[src/rtl/vcf_pkg.sv]
package vcf_pkg;

  // Frame geometry limits
  localparam int MAX_KERNEL   = 5;
  localparam int MAX_IN_SIDE  = 32;
  localparam int MAX_OUT_SIDE = 28;
  localparam int WSTORE_DEPTH = MAX_KERNEL * MAX_KERNEL;

  // Field widths
  localparam int PIX_W   = 8;
  localparam int COORD_W = 5;
  localparam int WIDX_W  = 5;
  localparam int SHIFT_W = 4;
  localparam int KSIZE_W = 3;
  localparam int OSIZE_W = 5;

  // Internal widths
  localparam int COL_W  = $clog2(MAX_IN_SIDE);
  localparam int SIDE_W = $clog2(MAX_IN_SIDE + 1);
  localparam int BANK_W = (MAX_KERNEL > 1) ? $clog2(MAX_KERNEL) : 1;
  localparam int PROD_W = 2 * PIX_W;
  localparam int ROW_W  = PROD_W + $clog2(MAX_KERNEL + 1);
  localparam int SUM_W  = ROW_W + $clog2(MAX_KERNEL + 1);

  // APB register file
  localparam int APB_DATA_W = 32;
  localparam int APB_ADDR_W = 4;
  localparam int REG_IDX_W  = APB_ADDR_W - 2;

  localparam logic [REG_IDX_W-1:0] REG_SHIFT = 2'd0;
  localparam logic [REG_IDX_W-1:0] REG_KSIZE = 2'd1;
  localparam logic [REG_IDX_W-1:0] REG_OSIZE = 2'd2;

  localparam logic FUNC_WEIGHT = 1'b0;
  localparam logic FUNC_PIXEL  = 1'b1;

  typedef logic signed [PIX_W-1:0] pix_t;
  typedef logic [BANK_W-1:0] bank_t;

  typedef struct packed {
    logic [COORD_W-1:0] row;
    logic [COORD_W-1:0] col;
    logic               last;
  } coord_t;

  // Pixel entering the window stage
  typedef struct packed {
    logic   valid;
    logic   emit;
    pix_t   pix;
    coord_t coord;
  } win_in_t;

  // Status back from the datapath
  typedef struct packed {
    logic take;
    logic busy;
  } mac_stat_t;

endpackage

[src/rtl/vcf_line_buf.sv]
module vcf_line_buf (
  input  logic                        clk,
  input  logic                        wr_en,
  input  vcf_pkg::bank_t              wr_bank,
  input  logic [vcf_pkg::COL_W-1:0]   wr_col,
  input  vcf_pkg::pix_t               wr_data,
  output vcf_pkg::pix_t               rows [vcf_pkg::MAX_KERNEL]
);

  vcf_pkg::pix_t  rd_r [vcf_pkg::MAX_KERNEL];
  vcf_pkg::bank_t bank_r;

  // Bank holding the row d rows above the bank of the current row
  function automatic vcf_pkg::bank_t bank_back(vcf_pkg::bank_t b, int d);
    int t;
    t = int'(b) - d;
    if (t < 0) begin
      t = t + vcf_pkg::MAX_KERNEL;
    end
    return vcf_pkg::bank_t'(t);
  endfunction

  for (genvar b = 0; b < vcf_pkg::MAX_KERNEL; b++) begin : g_bank
    vcf_pkg::pix_t mem [vcf_pkg::MAX_IN_SIDE];

    always_ff @(posedge clk) begin
      if (wr_en && (int'(wr_bank) == b)) begin
        mem[wr_col] <= wr_data;
      end
      if (wr_en) begin
        rd_r[b] <= mem[wr_col];
      end
    end
  end

  always_ff @(posedge clk) begin
    if (wr_en) begin
      bank_r <= wr_bank;
    end
  end

  // rows[d] is the pixel d rows above the current one; rows[0] is the
  // current row's stale entry and is never used.
  always_comb begin
    for (int d = 0; d < vcf_pkg::MAX_KERNEL; d++) begin
      rows[d] = rd_r[bank_back(bank_r, d)];
    end
  end

endmodule

[config.mk]
export PLATFORM = sky130hd
export DESIGN_NAME = vcf_line_buf
export DESIGN_NICKNAME = d
export VERILOG_FILES = /design/src/rtl/vcf_pkg.sv /design/src/rtl/vcf_line_buf.sv
export SDC_FILE = /design/constraint.sdc
export NUM_CORES = 1
export LEC_CHECK = 0
export ABC_AREA = 0
export BUFFER_PORTS_ARGS = -buffer_cell sky130_fd_sc_hd__clkbuf_2
export CAP_MARGIN = 20
export CORE_MARGIN = 3
export CORE_UTILIZATION = 29
export CTS_CLUSTER_DIAMETER = 80
export DETAILED_ROUTE_END_ITERATION = 7
export HOLD_SLACK_MARGIN = 0.1
export PLACE_DENSITY = 0.43
export SETUP_SLACK_MARGIN = 0.2
export SLEW_MARGIN = 10
export SYNTH_ARGS = -nofsm -noshare
export SYNTH_HDL_FRONTEND = slang
export SYNTH_SLANG_ARGS = --single-unit
[constraint.sdc]
create_clock -name clk -period 5.7 [get_ports clk]
set_input_delay 1.425 -clock clk [delete_from_list [all_inputs] [get_ports clk]]
set_output_delay 1.425 -clock clk [all_outputs]
set_load 0.01 [all_outputs]
# ---- After elaboration in Yosys (flattened, before gate mapping)
# Memory sizes are Yosys's and may differ from the RTL's.
# Index checks and enable logic that the tools add are counted.
dict set report word_totals {
  out_inout_bits 40
  inputBits 18
  mem_bits_rw 1320
  register_bits 3
  wordCells 48
  memories 6
}
# name words word_bits rd rd_clocked_by_memory_dff wr line
set mem_list {}
lappend mem_list {{g_bank[0].mem} 32 8 1 0 1 vcf_line_buf.sv:24} ;# vcf_pkg::pix_t mem [vcf_pkg::MAX_IN_SIDE];
lappend mem_list {{g_bank[1].mem} 32 8 1 0 1 vcf_line_buf.sv:24}
lappend mem_list {{g_bank[2].mem} 32 8 1 0 1 vcf_line_buf.sv:24}
lappend mem_list {{g_bank[3].mem} 32 8 1 0 1 vcf_line_buf.sv:24}
lappend mem_list {{g_bank[4].mem} 32 8 1 0 1 vcf_line_buf.sv:24}
lappend mem_list {rd_r 5 8 5 0 5 vcf_line_buf.sv:10} ;# vcf_pkg::pix_t rd_r [vcf_pkg::MAX_KERNEL];
dict set report classes {
  magnitude_cmp 5
  n_eq_ne 4
  n_addsub 9
  reduce_logical 6
  muxes 17
}
# cell n
set ops {}
lappend ops {{less-than comparator 4 x 1 -> 1 bit (second input constant)} 4}
lappend ops {{adder 3 bit (second input constant)} 5}
lappend ops {{two-way mux 3 bit} 5}
lappend ops {{two-way mux 1 bit} 12}
lappend ops {{equality test 3 bit (second input constant)} 3}
lappend ops {{subtractor 3 x 2 -> 4 bit (second input constant)} 2}
lappend ops {{logical AND 1 bit} 5}
lappend ops {{subtractor 3 x 1 -> 4 bit (second input constant)} 1}
lappend ops {{subtractor 3 x 3 -> 4 bit (second input constant)} 1}
lappend ops {{equality test 3 x 2 -> 1 bit (second input constant)} 1}
lappend ops {{zero test 3 bit} 1}
lappend ops {{less-than comparator 3 x 1 -> 1 bit (second input constant)} 1}

# ---- Depth between registers and ports, before layout
# Gate-level depths: netlist (run 1).
dict set report depth {
  depth_word 4
  mapped_depth 8
  ltp_nobuf 7
}

# ---- Worst setup path before layout (run 1)
# OpenSTA, ideal clock, no wires.
dict set report synth_timing {
  path_kind {reg2out}
  start {reg bank_r[1]}
  end {out rows[16] in the netlist's numbering}
  path_stages_with_launch 7
  path_slack_ps 1916
  path_buffers 1
  arrival_time_ps 2359
  required_ps 4275
  path_cell_list {edfxtp_1 -> inv_1 -> ha_1 -> ha_1 -> clkbuf_1 -> mux4_2 -> mux2_2}
}
# element line
set synth_lines {}
lappend synth_lines {{from (decl)} vcf_line_buf.sv:11} ;# vcf_pkg::bank_t bank_r;
lappend synth_lines {{from (signal assigned)} vcf_line_buf.sv:38} ;# bank_r <= wr_bank;
lappend synth_lines {{to (decl)} vcf_line_buf.sv:7} ;# output vcf_pkg::pix_t rows [vcf_pkg::MAX_KERNEL]

==> flow_summary_export.csv, run 1 <==
group,metric,value,unit
cts,tritoncts_buffers,140,
synthesis,synth_nets,2375,
floorplan,floorplan.die.width,429,microns
cts,cts.path.max_buffers,3,
power_and_ir_drop,power.density_cell_area,351,nW/um^2
routing,route.detailed.drc,0,
worst_setup_path,critPathRequiredTime,4280,ps
worst_setup_path,crit_arrival,3840,ps
job,cap_viol_max_count,0,
finish,nNetsFinal,2528,
cts,cts.reportedPaths.clkPinSlew,60,ps
power_and_ir_drop,worst_ir_drop_vdd,168,uV
power_and_ir_drop,power_switching,4.57,mW
worst_hold_path,worst_hold_path_type,"reg -> reg",
global_route,grt_start_max_net_pins,108,
cts,post_cts_setup_bufs,0,
worst_setup_path,worst_setup_path_start_kind,"flip-flop",
floorplan,initial_cell_density_of_the_core,0.293,
cts,tritoncts_num_sinks,1326,
worst_setup_path,crit_path_end_kind,"primary output",
finish,finish.utilization,0.337,
synthesis,post_synth_most_frequent_cells,"1,323 x edfxtp_1, 350 x mux4_2, 167 x nor2_1",
placement,placement.setup.worst_slack,1130,ps
timing,post-route-period-util,0.925,
timing,fin_skew,32.1,ps
routing,drt_first_iter_violations,2192,
global_route,grt-ovfl-total,0,
finish,multiInputGateArea,11400,sq um
worst_setup_path,r2r_slack,3640,ps
synthesis,cell_count_after_synthesis,2347,
synthesis,netlist_area,51900,sq um
timing,slew_viol_final,0,
routing,1st_pass_router_iterations,5,
worst_hold_path,hold_path_startpoint,"g_bank[0].mem[1][6]",
synthesis,synth_cell_types,43,
timing,clock.fmax,190,MHz
timing,worst_hold_slack,776,ps
synthesis,netlist_top_cells_area,"edfxtp_1 77%, mux4_2 15%, a22oi_1 2.3%",
worst_setup_path,critPathLaunch,"bank_r[0]",
placement,placed_cells_incl_taps,4695,
power_and_ir_drop,intPower,16.3,mW
finish,post_route_cells_drive_above_1_share,0.288,
worst_setup_path,critical_path.max_fanout,11,
cts,cts-resized-gates,0,
timing,rsz0062_at_grt,"no",
worst_setup_path,r2r_end,"rd_r[0][1]",
timing,hold_viol,0,
synthesis,proportion_of_synthesized_flip_flops_having_asynchronous_set_or_reset,0,
global_route,grt_first_pass_wirelength,208000,microns
floorplan,top_level_ports,58,
power_and_ir_drop,power.switching_fraction,0.218,
global_route,first_global_vias,26092,
timing,worst_slew_margin_rel,0.274,
finish,flow.area_growth_from_synthesis,15.0,%
routing,num_vias,24910,
worst_setup_path,criticalPathCategory,"reg -> out",
floorplan,dieArea,184000,sq um
placement,dp.final_hpwl,93000,microns
synthesis,ys.flop_type,"edfxtp_1",
cts,clock-root-buffer,"clkbuf_16",
placement,final_wtd_congestion,0.780,
worst_setup_path,r2r_depth,3,
finish,finish.cell_count_without_fillers,4945,
cts,insertion_delay,770,ps
cts,cts_tree,"done",
timing,post-route-worst-setup-slack,430,ps
timing,timing_worst_slew_pin_value,1080,ps
timing,final_period_minus_worst_setup_slack,5270,ps
run_status,status,"complete, no violations",
timing,totalNegativeSetupSlack,0,ps
floorplan,rows,154,
placement,io_buffers,57,
synthesis,post_synth.cell_area_avg,22.1,sq um
routing,drt-wirelength-per-cell,29.8,microns
power_and_ir_drop,clock_power_share,0.418,
global_route,grt_antenna_before_repair,2,
routing,vias_per_cell,5.04,
power_and_ir_drop,comb_power_share,0.061,
synthesis,seq_area_frac_synth,0.767,
power_and_ir_drop,p_leak,18.0,nW
floorplan,die_height,429,microns
synthesis,synth_largest_area_cell,"edfxtp_1",
global_route,grt_util_all_layers,0.159,
finish,fill_cells,16436,
synthesis,yosysWarningCount,0,
worst_setup_path,worstSetupEndpoint,"rows[23]",
finish,register_area,39800,sq um
floorplan,core_area,177000,sq um
synthesis,yosys_register_bits,1326,
routing,wirelength,147000,microns
timing,finalSetupViolCount,0,
cts,clock_tree.htree_level_count,4,
worst_setup_path,worstReg2RegStart,"g_bank[0].mem[4][1]",
cts,cts_hold_buffers,0,
synthesis,post_synth_top_area_share,0.765,
power_and_ir_drop,seq_power_share,0.521,
routing,antenna_left,0,
synthesis,synth.most_common_cell,"edfxtp_1",
synthesis,synth-edff-count,1323,
-- kinds of logic after synthesis --
group           count (synthesis)  share of synthesized area
flops                        1326                      0.767
mux                           394                      0.163
simple gates                  275                     0.0242
compound gates                188                     0.0273
buf+inv                       146                     0.0143
fa+ha+maj                      10                    0.00241
xor+xnor                        8                    0.00236
-- through the flow --
step	total power, mW	cell area, sq um
2_1_floorplan	11.8	51900
4_1_cts	21.2	59600
6_report	20.9	59700
3_5_place_dp	12.4	55300
5_1_grt	21.6	59700
3_3_place_gp	12.4	55300
-- sequential cells by signal, summed over array words and instances, names as in the netlist, named ones only --
| register | count |
|---|---|
| g_bank.mem | 1280 |
| rd_r | 40 |
| bank_r | 3 |
-- worst min path at each step --
stage / endpoint / slack [ps] / cells after the start
2_1_floorplan: rd_r[0][0] / 720 / 3
3_3_place_gp: rd_r[1][7] / 760 / 3
3_5_place_dp: rd_r[1][7] / 770 / 3
4_1_cts: rd_r[0][2] / 790 / 3
5_1_grt: rd_r[4][1] / 810 / 3
6_report: rd_r[0][6] / 780 / 3
-- cell type report --
| class | instances | share of cell area |
|---|---|---|
| Antenna cell | 1 | 0.0000419 |
| Tap cell | 2340 | 0.0491 |
| Timing Repair Buffer | 153 | 0.0199 |
| Clock inverter | 62 | 0.00908 |
| Sequential cell | 1326 | 0.667 |
| Multi-Input combinational cell | 875 | 0.191 |
| Clock buffer | 184 | 0.0636 |
| Inverter | 4 | 0.000252 |
-- layout by cell type (no fill, tap or decap), types with 3 or more instances in the layout --
| master | instances |
|---|---|
| nand4_1 | 40 |
| ha_1 | 10 |
| buf_4 | 87 |
| buf_12 | 7 |
| clkinv_1 | 22 |
| nand3_1 | 10 |
| bufinv_16 | 8 |
| a211oi_1 | 8 |
| inv_6 | 7 |
| edfxtp_1 | 1323 |
| o21ai_0 | 11 |
| a22oi_1 | 160 |
| nand2_1 | 38 |
| nor2b_1 | 5 |
| nor2_1 | 163 |
| a221o_1 | 8 |
| dfxtp_1 | 3 |
| buf_6 | 9 |
| mux4_2 | 350 |
| mux2_4 | 7 |
| nor2_2 | 3 |
| clkinv_2 | 16 |
| mux2_2 | 33 |
| clkbuf_16 | 146 |
| inv_1 | 4 |
| nor3b_4 | 4 |
| clkbuf_1 | 38 |
| clkbuf_2 | 47 |
| clkinvlp_4 | 7 |
-- worst max-delay path: stages, from the launching register on --
cell and delay, ps:
edfxtp_1 710, inv_1 260, ha_1 530, mux2i_2 600, mux4_2 580, mux2_2 280
clkbuf_2 130
-- layer usage --
metal / up-vias / part of all wire / GRT usage
li1: 10282 / - / -
met1: 13771 / 0.44 / 0.220
met2: 686 / 0.49 / 0.262
met3: 171 / 0.046 / 0.0265
met4: 0 / 0.020 / 0.0406
met5: - / 0 / 0
-- power by group through the flow --
stage	clock, mW	combinational, mW	sequential, mW
global placement	0	1.29	11.1
global route	9.35	1.37	10.9
finish	8.74	1.28	10.9
CTS	8.96	1.30	10.9
floorplan	0	0.766	11.0
detailed placement	0	1.30	11.1
Power figures use the tool's default switching activity.
==> run 2, diff against run 1 <==
--- a/config.mk
+++ b/config.mk
@@ -15,7 +15,7 @@
 export HOLD_SLACK_MARGIN = 0.1
 export PLACE_DENSITY = 0.43
 export SETUP_SLACK_MARGIN = 0.2
-export SLEW_MARGIN = 10
+export SLEW_MARGIN = 30
 export SYNTH_ARGS = -nofsm -noshare
 export SYNTH_HDL_FRONTEND = slang
 export SYNTH_SLANG_ARGS = --single-unit
==> constraint.sdc (replaced) <==
create_clock -name clk -period 5.65 [get_ports clk]
set_input_delay 1.4125 -clock clk [delete_from_list [all_inputs] [get_ports clk]]
set_output_delay 1.4125 -clock clk [all_outputs]
set_load 0.01 [all_outputs]
==> flow_summary_export.csv, run 2 (synthesis results as in run 1) <==
group,metric,value,unit
routing,1st_pass_router_iterations,7,
cts,post_cts_setup_bufs,0,
timing,slew_viol_final,0,
worst_setup_path,r2r_slack,3640,ps
cts,cts-resized-gates,0,
power_and_ir_drop,worst_ir_drop_vdd,316,uV
cts,cts_tree,"done",
timing,clock.fmax,192,MHz
global_route,grt_start_max_net_pins,118,
cts,cts_hold_buffers,0,
timing,hold_viol,0,
placement,placement.setup.worst_slack,1180,ps
timing,finalSetupViolCount,0,
timing,post-route-period-util,0.923,
cts,clock_tree.htree_level_count,4,
routing,antenna_left,0,
run_status,status,"complete, no violations",
cts,cts.reportedPaths.clkPinSlew,60,ps
worst_setup_path,critPathLaunch,"bank_r[0]",
routing,vias_per_cell,5.04,
finish,most_frequent_cells_in_the_layout,"1,323 x edfxtp_1, 350 x mux4_2, 163 x nor2_1",
global_route,first_global_vias,26405,
floorplan,core_area,177000,sq um
timing,final_period_minus_worst_setup_slack,5220,ps
worst_setup_path,worstSetupEndpoint,"rows[23]",
finish,fill_cells,16466,
cts,tritoncts_buffers,144,
worst_setup_path,worst_setup_path_start_kind,"flip-flop",
power_and_ir_drop,power.total,21.4,mW
timing,worst_slew_margin_rel,0.353,
cts,clock-root-buffer,"clkbuf_16",
job,cap_viol_max_count,0,
global_route,grt-ovfl-total,0,
timing,totalNegativeSetupSlack,0,ps
worst_setup_path,r2r_end,"rd_r[4][1]",
timing,timing_worst_slew_pin_value,967,ps
floorplan,dieArea,184000,sq um
routing,drt_first_iter_violations,2656,
finish,layout.cells.most_common,"edfxtp_1",
global_route,grt_util_all_layers,0.161,
routing,route.detailed.drc,0,
timing,post-route-worst-setup-slack,434,ps
worst_setup_path,worstReg2RegStart,"g_bank[4].mem[18][1]",
finish,largest_reg_flops,1280,
finish,largest_registers_ranked_by_flip_flop_count,"g_bank.mem (1280), rd_r (40), bank_r (3)",
worst_setup_path,criticalPathCategory,"reg -> out",
finish,post_route_cells_drive_above_1_share,0.297,
timing,fin_skew,19.7,ps
timing,rsz0062_at_grt,"no",
global_route,grt_first_pass_wirelength,211000,microns
floorplan,rows,154,
cts,insertion_delay,760,ps
finish,multiInputGateArea,11400,sq um
placement,io_buffers,57,
worst_setup_path,crit_path_max_incr_delay,710,ps
worst_hold_path,worst_hold_path_type,"reg -> reg",
routing,wirelength,149000,microns
floorplan,top_level_ports,58,
cts,tritoncts_num_sinks,1326,
cts,cts.path.max_buffers,3,
power_and_ir_drop,power.density_cell_area,356,nW/um^2
finish,flow.area_growth_from_synthesis,15.7,%
floorplan,die_height,429,microns
worst_setup_path,crit_path_end_kind,"primary output",
worst_setup_path,critPathRequiredTime,4240,ps
worst_setup_path,r2r_depth,3,
worst_setup_path,crit_arrival,3800,ps
timing,worst_hold_slack,784,ps
worst_setup_path,critical_path.max_fanout,11,
finish,nNetsFinal,2546,
finish,largest_register,"g_bank.mem",
global_route,grt_antenna_before_repair,3,
routing,num_vias,25066,
worst_setup_path,cpMaxStageDelayCell,"edfxtp_1",
floorplan,floorplan.die.width,429,microns
routing,drt-wirelength-per-cell,29.9,microns
power_and_ir_drop,p_leak,18.3,nW
placement,dp.final_hpwl,94100,microns
floorplan,initial_cell_density_of_the_core,0.293,
finish,register_area,39800,sq um
placement,final_wtd_congestion,0.777,
worst_setup_path,path_cells,"inv_1 -> ha_1 -> mux2i_2 -> mux4_2 -> mux2_2 -> clkbuf_2",
run 2: per-layer routing:
layer  GRT usage  vias to the layer above  share of wire
li1            -                    10339              -
met1       0.221                    13719           0.43
met2       0.262                      825           0.49
met3      0.0287                      183          0.054
met4      0.0500                        0          0.026
met5           0                        -              0
run 2: per-stage QoR:
stage,utilization,cell area (sq um),cells
4_1_cts,0.339,60000,4973
3_3_place_gp,0.313,55400,4708
6_report,0.339,60000,4978
2_1_floorplan,-,51900,2347
5_1_grt,0.339,60000,4974
3_5_place_dp,0.313,55500,4711
run 2: worst min path at each step:
stage | cells after the start | end | from
6_report | 3 | rd_r[4][3] | g_bank[4].mem[26][3]
5_1_grt | 3 | rd_r[0][7] | g_bank[0].mem[22][7]
4_1_cts | 3 | rd_r[4][3] | g_bank[4].mem[26][3]
3_5_place_dp | 3 | rd_r[4][3] | g_bank[4].mem[26][3]
3_3_place_gp | 3 | rd_r[4][2] | g_bank[4].mem[2][2]
2_1_floorplan | 3 | rd_r[0][0] | g_bank[0].mem[14][0]
run 2: cell type report:
type,instances,share of cell area
multi-input combinational,875,0.190
clock inverter,82,0.0118
tap,2340,0.0488
antenna,4,0.000167
timing repair buffer,167,0.0225
sequential,1326,0.663
clock buffer,180,0.0637
inverter,4,0.000250
run 2: report_power, final:
group          internal (mW)  switching (mW)  leakage, nW
Sequential              10.9           0.102         12.0
Clock                   5.23            3.85         2.22
Combinational          0.528           0.783         4.08
Total                   16.6            4.74         18.3
run 2: critical path: cells and delay by family, from the launching register on:
kind                       cells  cell delay (ps)
muxes                          3             1460
DFF                            1              710
adders and majority gates      1              510
buffers and inverters          2              390
==> run 3, diff against run 2 <==
--- a/config.mk
+++ b/config.mk
@@ -14,6 +14,7 @@
 export DETAILED_ROUTE_END_ITERATION = 7
 export HOLD_SLACK_MARGIN = 0.1
 export PLACE_DENSITY = 0.43
+export RECOVER_POWER = 100
 export SETUP_SLACK_MARGIN = 0.2
 export SLEW_MARGIN = 30
 export SYNTH_ARGS = -nofsm -noshare
==> flow_summary_export.csv, run 3 (synthesis results as in run 1) <==
group,metric,value,unit
run_status,status,"finished with violations",
run_status,violations,"max-capacitance violations, max-slew violations",
cts,cts_tree,"done",
finish,largest_reg_flops,1280,
cts,clock-root-buffer,"clkbuf_16",
finish,largest_register,"g_bank.mem",
placement,final_wtd_congestion,0.777,
placement,placed_cells_incl_taps,4711,
timing,finalSetupViolCount,0,
cts,cts.reportedPaths.clkPinSlew,60,ps
finish,nNetsFinal,2546,
cts,cts.path.max_buffers,3,
timing,worst_hold_slack,782,ps
worst_setup_path,crit_path_max_incr_delay,2610,ps
finish,largest_registers_ranked_by_flip_flop_count,"g_bank.mem (1280), rd_r (40), bank_r (3)",
timing,worst_slew_margin_rel,-1.80,
routing,vias_per_cell,5.05,
global_route,grt_util_all_layers,0.161,
global_route,first_global_vias,26405,
timing,rsz0062_at_grt,"no",
finish,most_frequent_cells_in_the_layout,"1,323 x edfxtp_1, 350 x mux4_2, 166 x nor2_1",
global_route,grt_first_pass_wirelength,211000,microns
global_route,grt_start_max_net_pins,118,
floorplan,core_area,177000,sq um
worst_setup_path,crit_path_end_kind,"flip-flop",
placement,place_area,55500,sq um
cts,post_cts_setup_bufs,0,
power_and_ir_drop,power.density_cell_area,359,nW/um^2
routing,antenna_left,0,
timing,post-route-worst-setup-slack,355,ps
power_and_ir_drop,worst_ir_drop_vdd,316,uV
job,cap_viol_max_count,16,
floorplan,floorplan.die.width,429,microns
worst_setup_path,criticalPathCategory,"in -> reg",
floorplan,rows,154,
cts,insertion_delay,760,ps
floorplan,top_level_ports,58,
timing,post-route-period-util,0.937,
worst_setup_path,cpMaxStageDelayCell,"clkbuf_1",
floorplan,die_height,429,microns
placement,io_buffers,57,
floorplan,dieArea,184000,sq um
finish,flow.area_growth_from_synthesis,14.7,%
timing,slew_viol_final,920,
routing,wirelength,149000,microns
cts,clock_tree.htree_level_count,4,
routing,1st_pass_router_iterations,5,
worst_setup_path,crit_arrival,5670,ps
timing,fin_skew,20.4,ps
finish,post_route_cells_drive_above_1_share,0.257,
timing,timing_worst_slew_pin_value,4200,ps
timing,hold_viol,0,
routing,drt_first_iter_violations,2508,
worst_setup_path,path_cells,"clkbuf_1 -> clkbuf_1 -> nand3_1 -> buf_4 -> nor2_1",
cts,cts-resized-gates,0,
worst_setup_path,critPathRequiredTime,6030,ps
routing,route.detailed.drc,0,
routing,num_vias,25135,
cts,tritoncts_buffers,144,
finish,finish.cell_count_without_fillers,4977,
finish,finish.utilization,0.336,
cts,cts_hold_buffers,0,
routing,drt-wirelength-per-cell,29.9,microns
worst_setup_path,worst_path_most_repeated_cell,"clkbuf_1",
placement,dp.final_hpwl,94100,microns
worst_hold_path,worst_hold_path_type,"reg -> reg",
timing,clock.fmax,189,MHz
power_and_ir_drop,p_leak,17.8,nW
placement,placement.setup.worst_slack,1180,ps
power_and_ir_drop,power.total,21.4,mW
timing,final_period_minus_worst_setup_slack,5300,ps
timing,totalNegativeSetupSlack,0,ps
worst_setup_path,critical_path.max_fanout,51,
finish,layout.cells.most_common,"edfxtp_1",
worst_setup_path,worst_setup_path_start_kind,"input pin",
global_route,grt-ovfl-total,0,
global_route,grt_antenna_before_repair,3,
cts,tritoncts_num_sinks,1326,
finish,final_cell_area_excluding_filler_cells,59500,sq um
floorplan,initial_cell_density_of_the_core,0.293,
[run 3: changes by cell type in the layout (fill, tap and decap cells not counted), moves of 2 or more]
cell / delta
buf_12: -2
buf_16: -4
buf_4: -69
buf_6: -7
clkbuf_1: +100
clkbuf_2: -20
clkbuf_4: +2
mux2_1: +2
mux2_2: -2
nor2_1: +3
nor2_2: -3
[run 3: critical path, delay by kind of cell]
| family | cells | cell delay [ps] |
|---|---|---|
| buf+inv | 3 | 3150 |
| simple gates | 2 | 1040 |
[run 3: cell type report]
| cell class | count | area [sq um] |
|---|---|---|
| Clock inverter | 82 | 708 |
| Tap cell | 2340 | 2930 |
| Antenna cell | 3 | 7.51 |
| Fill cell | 16565 | 118000 |
| Inverter | 4 | 15.0 |
| Clock buffer | 180 | 3820 |
| Sequential cell | 1326 | 39800 |
| Timing Repair Buffer | 167 | 880 |
| Multi-Input combinational cell | 875 | 11400 |
[run 3: power breakdown]
group	switching (mW)	internal, mW	leakage [nW]
clock	3.86	5.23	2.22
combinational	0.783	0.491	3.64
sequential	0.103	10.9	12.0
[run 3: final timing paths]
| path | endpoint | depth (start not counted) | slack [ps] | start |
|---|---|---|---|---|
| worst max-delay path | g_bank[2].mem[6][7] | 5 | 350 | wr_en |
| worst min-delay path | rd_r[4][3] | 3 | 780 | g_bank[4].mem[26][3] |
| worst max register to register | rd_r[4][1] | 3 | 3710 | g_bank[4].mem[18][1] |
| worst min register to register | rd_r[4][3] | 3 | 780 | g_bank[4].mem[26][3] |
[run 3: metal layers]
layer  GRT usage  share of wire  vias up
met3      0.0287          0.054      192
li1            -              -    10343
met5           0       0.000047        -
met4      0.0500          0.026        2
met2       0.262           0.49      871
met1       0.221           0.43    13727
